===== config.mk =====
export PLATFORM = sky130hd
export DESIGN_NAME = sorted_array_priority_queue
export DESIGN_NICKNAME = d
export VERILOG_FILES = /design/src/design/spq_pkg.sv /design/src/design/spq_cell.sv /design/src/design/sorted_array_priority_queue.sv
export SDC_FILE = /design/constraint.sdc
export NUM_CORES = 2
export LEC_CHECK = 0
export BUFFER_PORTS_ARGS = -buffer_cell sky130_fd_sc_hd__buf_4
export CAP_MARGIN = 40
export CORE_MARGIN = 1
export CORE_UTILIZATION = 35
export CTS_CLUSTER_SIZE = 40
export DETAILED_ROUTE_END_ITERATION = 10
export HOLD_SLACK_MARGIN = 0.03
export PLACE_DENSITY = 0.61
export SLEW_MARGIN = 0
export SYNTH_ARGS = -nofsm -noshare
export SYNTH_HDL_FRONTEND = slang
export SYNTH_HIERARCHICAL = 1
export SYNTH_SLANG_ARGS = --single-unit

===== constraint.sdc =====
create_clock -name clk -period 5.3 [get_ports clk]
set_input_delay 0.53 -clock clk [delete_from_list [all_inputs] [get_ports clk]]
set_output_delay 0.53 -clock clk [all_outputs]
set_load 0.02 [all_outputs]

===== src/design/spq_pkg.sv =====
// Package for the sorted array priority queue.
// Holds the entry type, the cell control type and the status codes.
`default_nettype none
package spq_pkg;

  typedef struct packed {
    logic signed [31:0] value;
    logic signed [15:0] prio;
  } entry_t;

  typedef struct packed {
    logic push;
    logic pop;
  } cell_ctl_t;

  typedef enum logic [1:0] {
    ST_OK        = 2'd0,
    ST_OVERFLOW  = 2'd1,
    ST_UNDERFLOW = 2'd2
  } status_t;

endpackage
`default_nettype wire


===== src/design/spq_cell.sv =====
// One slot of the sorted store, with its compare and shift logic.
// Depends on spq_pkg for the entry and control types.
`default_nettype none
module spq_cell (
  input  wire logic              clk,
  input  wire spq_pkg::cell_ctl_t ctl,
  input  wire spq_pkg::entry_t   new_entry,
  input  wire spq_pkg::entry_t   left_entry,
  input  wire logic              left_keep,
  input  wire spq_pkg::entry_t   right_entry,
  input  wire logic              occupied,
  output spq_pkg::entry_t        entry,
  output logic                   keep
);
  import spq_pkg::*;

  entry_t entry_next;

  // The cell holds its entry on a push when it is in use and not strictly lower.
  assign keep = occupied && ($signed(entry.prio) >= $signed(new_entry.prio));

  always_comb begin
    entry_next = entry;
    if (ctl.push) begin
      if (keep) begin
        entry_next = entry;
      end else if (left_keep) begin
        entry_next = new_entry;
      end else begin
        entry_next = left_entry;
      end
    end else if (ctl.pop) begin
      entry_next = right_entry;
    end
  end

  always_ff @(posedge clk) begin
    entry <= entry_next;
  end

endmodule
`default_nettype wire


===== src/design/sorted_array_priority_queue.sv =====
// Top level of the sorted array priority queue: a row of compare and shift cells.
// Depends on spq_pkg and spq_cell.
// Result: done and the result of a transfer are registered and appear in the cycle after start.
// Throughput: one push or pop every cycle; busy stays low, as each cell compares
// and shifts in the same cycle the item is taken.
// Reset: synchronous, clears the fill count and sets capacity to 16; slots are not cleared.
`default_nettype none
module sorted_array_priority_queue #(
  parameter int DEPTH = 16
) (
  input  wire logic        clk,
  input  wire logic        rst,
  input  wire logic        start,
  output logic             busy,
  input  wire logic        op,
  input  wire logic [31:0] item_value,
  input  wire logic [15:0] item_priority,
  input  wire logic        cfg_we,
  input  wire logic [4:0]  cfg_wdata,
  output logic             done,
  output logic [1:0]       status,
  output logic [31:0]      popped_value,
  output logic [15:0]      popped_priority,
  output logic [4:0]       fill_level
);
  import spq_pkg::*;

  localparam int CW = $clog2(DEPTH + 1);
  localparam int LW = (CW > 5) ? CW : 5;

  logic [CW-1:0] count;
  logic [CW-1:0] count_next;
  logic [4:0]    capacity;
  logic [LW-1:0] limit;
  logic          accept;
  logic          full;
  logic          empty;
  cell_ctl_t     ctl;
  entry_t        new_entry;
  entry_t        cells  [DEPTH];
  logic          keeps  [DEPTH];
  logic          occ    [DEPTH];
  status_t       status_next;

  assign busy   = 1'b0;
  assign accept = start && !busy;
  assign limit  = (LW'(capacity) > LW'(DEPTH)) ? LW'(DEPTH) : LW'(capacity);
  assign full   = LW'(count) >= limit;
  assign empty  = (count == '0);

  assign new_entry.value = item_value;
  assign new_entry.prio  = item_priority;

  assign ctl.push = accept && !op && !full;
  assign ctl.pop  = accept && op && !empty;

  always_comb begin
    count_next  = count;
    status_next = ST_OK;
    if (accept && !op) begin
      if (full) begin
        status_next = ST_OVERFLOW;
      end else begin
        count_next = count + 1'b1;
      end
    end else if (accept && op) begin
      if (empty) begin
        status_next = ST_UNDERFLOW;
      end else begin
        count_next = count - 1'b1;
      end
    end
  end

  for (genvar i = 0; i < DEPTH; i++) begin : g_cell
    assign occ[i] = count > CW'(i);
    spq_cell u_cell (
      .clk         (clk),
      .ctl         (ctl),
      .new_entry   (new_entry),
      .left_entry  ((i == 0) ? new_entry : cells[(i == 0) ? 0 : i - 1]),
      .left_keep   ((i == 0) ? 1'b1 : keeps[(i == 0) ? 0 : i - 1]),
      .right_entry ((i == DEPTH - 1) ? cells[i] : cells[(i == DEPTH - 1) ? i : i + 1]),
      .occupied    (occ[i]),
      .entry       (cells[i]),
      .keep        (keeps[i])
    );
  end

  always_ff @(posedge clk) begin
    if (rst) begin
      count    <= '0;
      capacity <= 5'd16;
      done     <= 1'b0;
    end else begin
      count <= count_next;
      done  <= accept;
      if (cfg_we) begin
        capacity <= cfg_wdata;
      end
    end
  end

  always_ff @(posedge clk) begin
    if (accept) begin
      status     <= status_next;
      fill_level <= 5'(count_next);
      if (ctl.pop) begin
        popped_value    <= cells[0].value;
        popped_priority <= cells[0].prio;
      end else begin
        popped_value    <= '0;
        popped_priority <= '0;
      end
    end
  end

endmodule
`default_nettype wire


==> metrics <==
outcome completed; Std-Cell Core Area 140000 µm²; worst setup skew after layout 0.0633 ns; half-perimeter wire length of the detailed placement result 83.0 mm; count of hold-fix buffers inserted at cts 0; multi-input gate area in the final layout 22400 µm²; maximum fanout along the worst path 202; routed length on met2 51.4 mm; static leakage power 19.9 nW; power density relative to cell area 477 nW/µm²; setup repair after global routing missed its margin false; upper clock frequency limit 253 MHz; Yosys warning count 6; iteration-0 DRC count of the detailed router 2500; total negative slack 0 ns; count of buffers from port buffering 113; area used by sequential logic in the layout 24900 µm²; wire length of the first global-routing pass 187 mm; area added between synthesis and finish 11.6%; Die Wd 378 µm; GPL Wtd Cong 0.834; number of antenna violations at the first check in global routing 12; length of the first detailed-routing pass in iterations 5; count of endpoints failing hold in the final timing report 0; cells after synthesis 4614; met3 layer wire length in the routed design 5.51 mm; delay-heaviest family, CP buffers and inverters; worst hold slack after final layout 0.0773 ns; slew at the pin with the worst max-slew slack 1.18 ns; via count of the routed design 33300; net count of the mapped netlist 4938; fraction of final layout cells sized beyond drive strength 1 0.0857; average wire per cell in the routed design 18.1 µm; Fill cells 13600; overall die height 378 µm; highest routed layer met5; standard cell with the maximum stage delay on the critical path dfxtp_1; netlist area before placement 49600 µm²; largest incremental delay on the critical path 0.70 ns; Die Footprint 143000 µm²; residual DRC count 0; routed metal-1 wire length 59.2 mm; Clock Sinks 834; All-Layer GR Usage 0.163; number of global-route vias before repair 32300; cts bufs inserted 94; starting density of the core 0.354; most common cell after layout, fill and taps aside a21oi_1; final setup violation count 0; library cell used as clock root buffer clkbuf_16; buffers inserted during post-CTS setup optimization 0; category of the most critical setup path reg2reg; peak supply drop 294 µV; Site Rows 137; CP arrival 4.49 ns; most frequent cell on the critical path buf_12; net total in the final layout 4931; number of primary I/O pins 115; Worst slew margin 0.217; worst-skew pair later-pin latency 0.72 ns; maximum level of the CTS H-tree 3; maximum count of clock buffers along a single path 3; CP endpoint kind flip-flop; Resized cells post-CTS 0; min Tclk post-route 3.95 ns; number of max-slew violations in the final report 0; Total Wirelength 118 mm; clock-pin slew of the registers on the worst-case setup and hold paths 0.06 ns; maximum number of pins on one net before global-route repair 268; via-per-instance ratio 5.08; remaining global-route overflow 0; TritonCTS clock tree yes; startpoint type of the worst setup path flip-flop; required time of the worst setup path 5.84 ns; part of the cycle the worst path needs 0.745; cells along the critical path ha_1, a21oi_1, o211ai_1, nand2_8, buf_12, buf_12, buf_12, nor2_1, a21oi_1; max-capacitance violation count 0; Mapped Avg Cell Area 10.7 µm²; Routed Antenna Nets 0; diode insertion count for antenna repair 0; class of the tightest hold or removal check in2reg; Critical path buffers and inverters 3; most used cells in the layout excluding fill and tap cells 836 x a21oi_1, 823 x edfxtp_1, 820 x nor2_1, 777 x mux2i_1, 281 x inv_1
==> power breakdown <==
part           switching [mW]  internal [mW]
Sequential               1.33           10.3
Clock                    2.74           3.58
Combinational            5.22           3.24
Total                    9.29           17.1
==> per-layer routing <==
| layer | GRT usage | vias to the layer above |
|---|---|---|
| met5 | 0 | - |
| met4 | 0.0422 | 20 |
| met3 | 0.0256 | 162 |
| met2 | 0.247 | 648 |
| met1 | 0.240 | 15600 |
| li1 | - | 16900 |
==> cell type report <==
cell class,instances,share of cell area
clock buffer,124,0.0453
tap,1876,0.0424
timing repair buffer,180,0.0301
sequential,834,0.451
multi-input combinational,3209,0.404
inverter,288,0.0196
clock inverter,45,0.00771
==> per-stage QoR <==
stage / total power [mW] / worst slack [ns] / instance area [µm²] / util / std cells
2_1_floorplan: 17.6 / 0.195 / 49600 / - / 4614
3_3_place_gp: 19.9 / 1.39 / 52300 / 0.373 / 6381
4_1_cts: 26.6 / 1.37 / 55300 / 0.395 / 6556
5_1_grt: 28.1 / 0.996 / 55300 / 0.395 / 6556
6_report: 26.4 / 1.35 / 55300 / 0.395 / 6556
3_5_place_dp: 20.2 / 1.34 / 52400 / 0.374 / 6387
==> tightest hold or removal path, delay by kind of cell <==
kind	cells	cell delay (ns)
AND/OR/NAND/NOR	1	0.04
buffers and inverters	1	0.08
AO/OA/AOI/OAI	1	0.06
==> path summary, 6_finish.rpt <==
| path | from | end | slack (ns) | depth (start not counted) |
|---|---|---|---|---|
| setup / recovery | count[2] | g_cell[10].u_cell/entry[43] | 1.35 | 9 |
| setup reg to reg | count[2] | g_cell[10].u_cell/entry[43] | 1.35 | 9 |
| hold / removal | cfg_wdata[4] | capacity[4] | 0.08 | 3 |
| hold reg to reg | capacity[1] | capacity[1] | 0.50 | 2 |
==> sequential cells by signal, indices dropped and copies added, names as in the netlist <==
name                 count
fill_level               5
done                     1
popped_value            32
g_cell.u_cell/entry    768
status                   2
popped_priority         16
capacity                 5
count                    5
(Power assumes the default switching activity.)
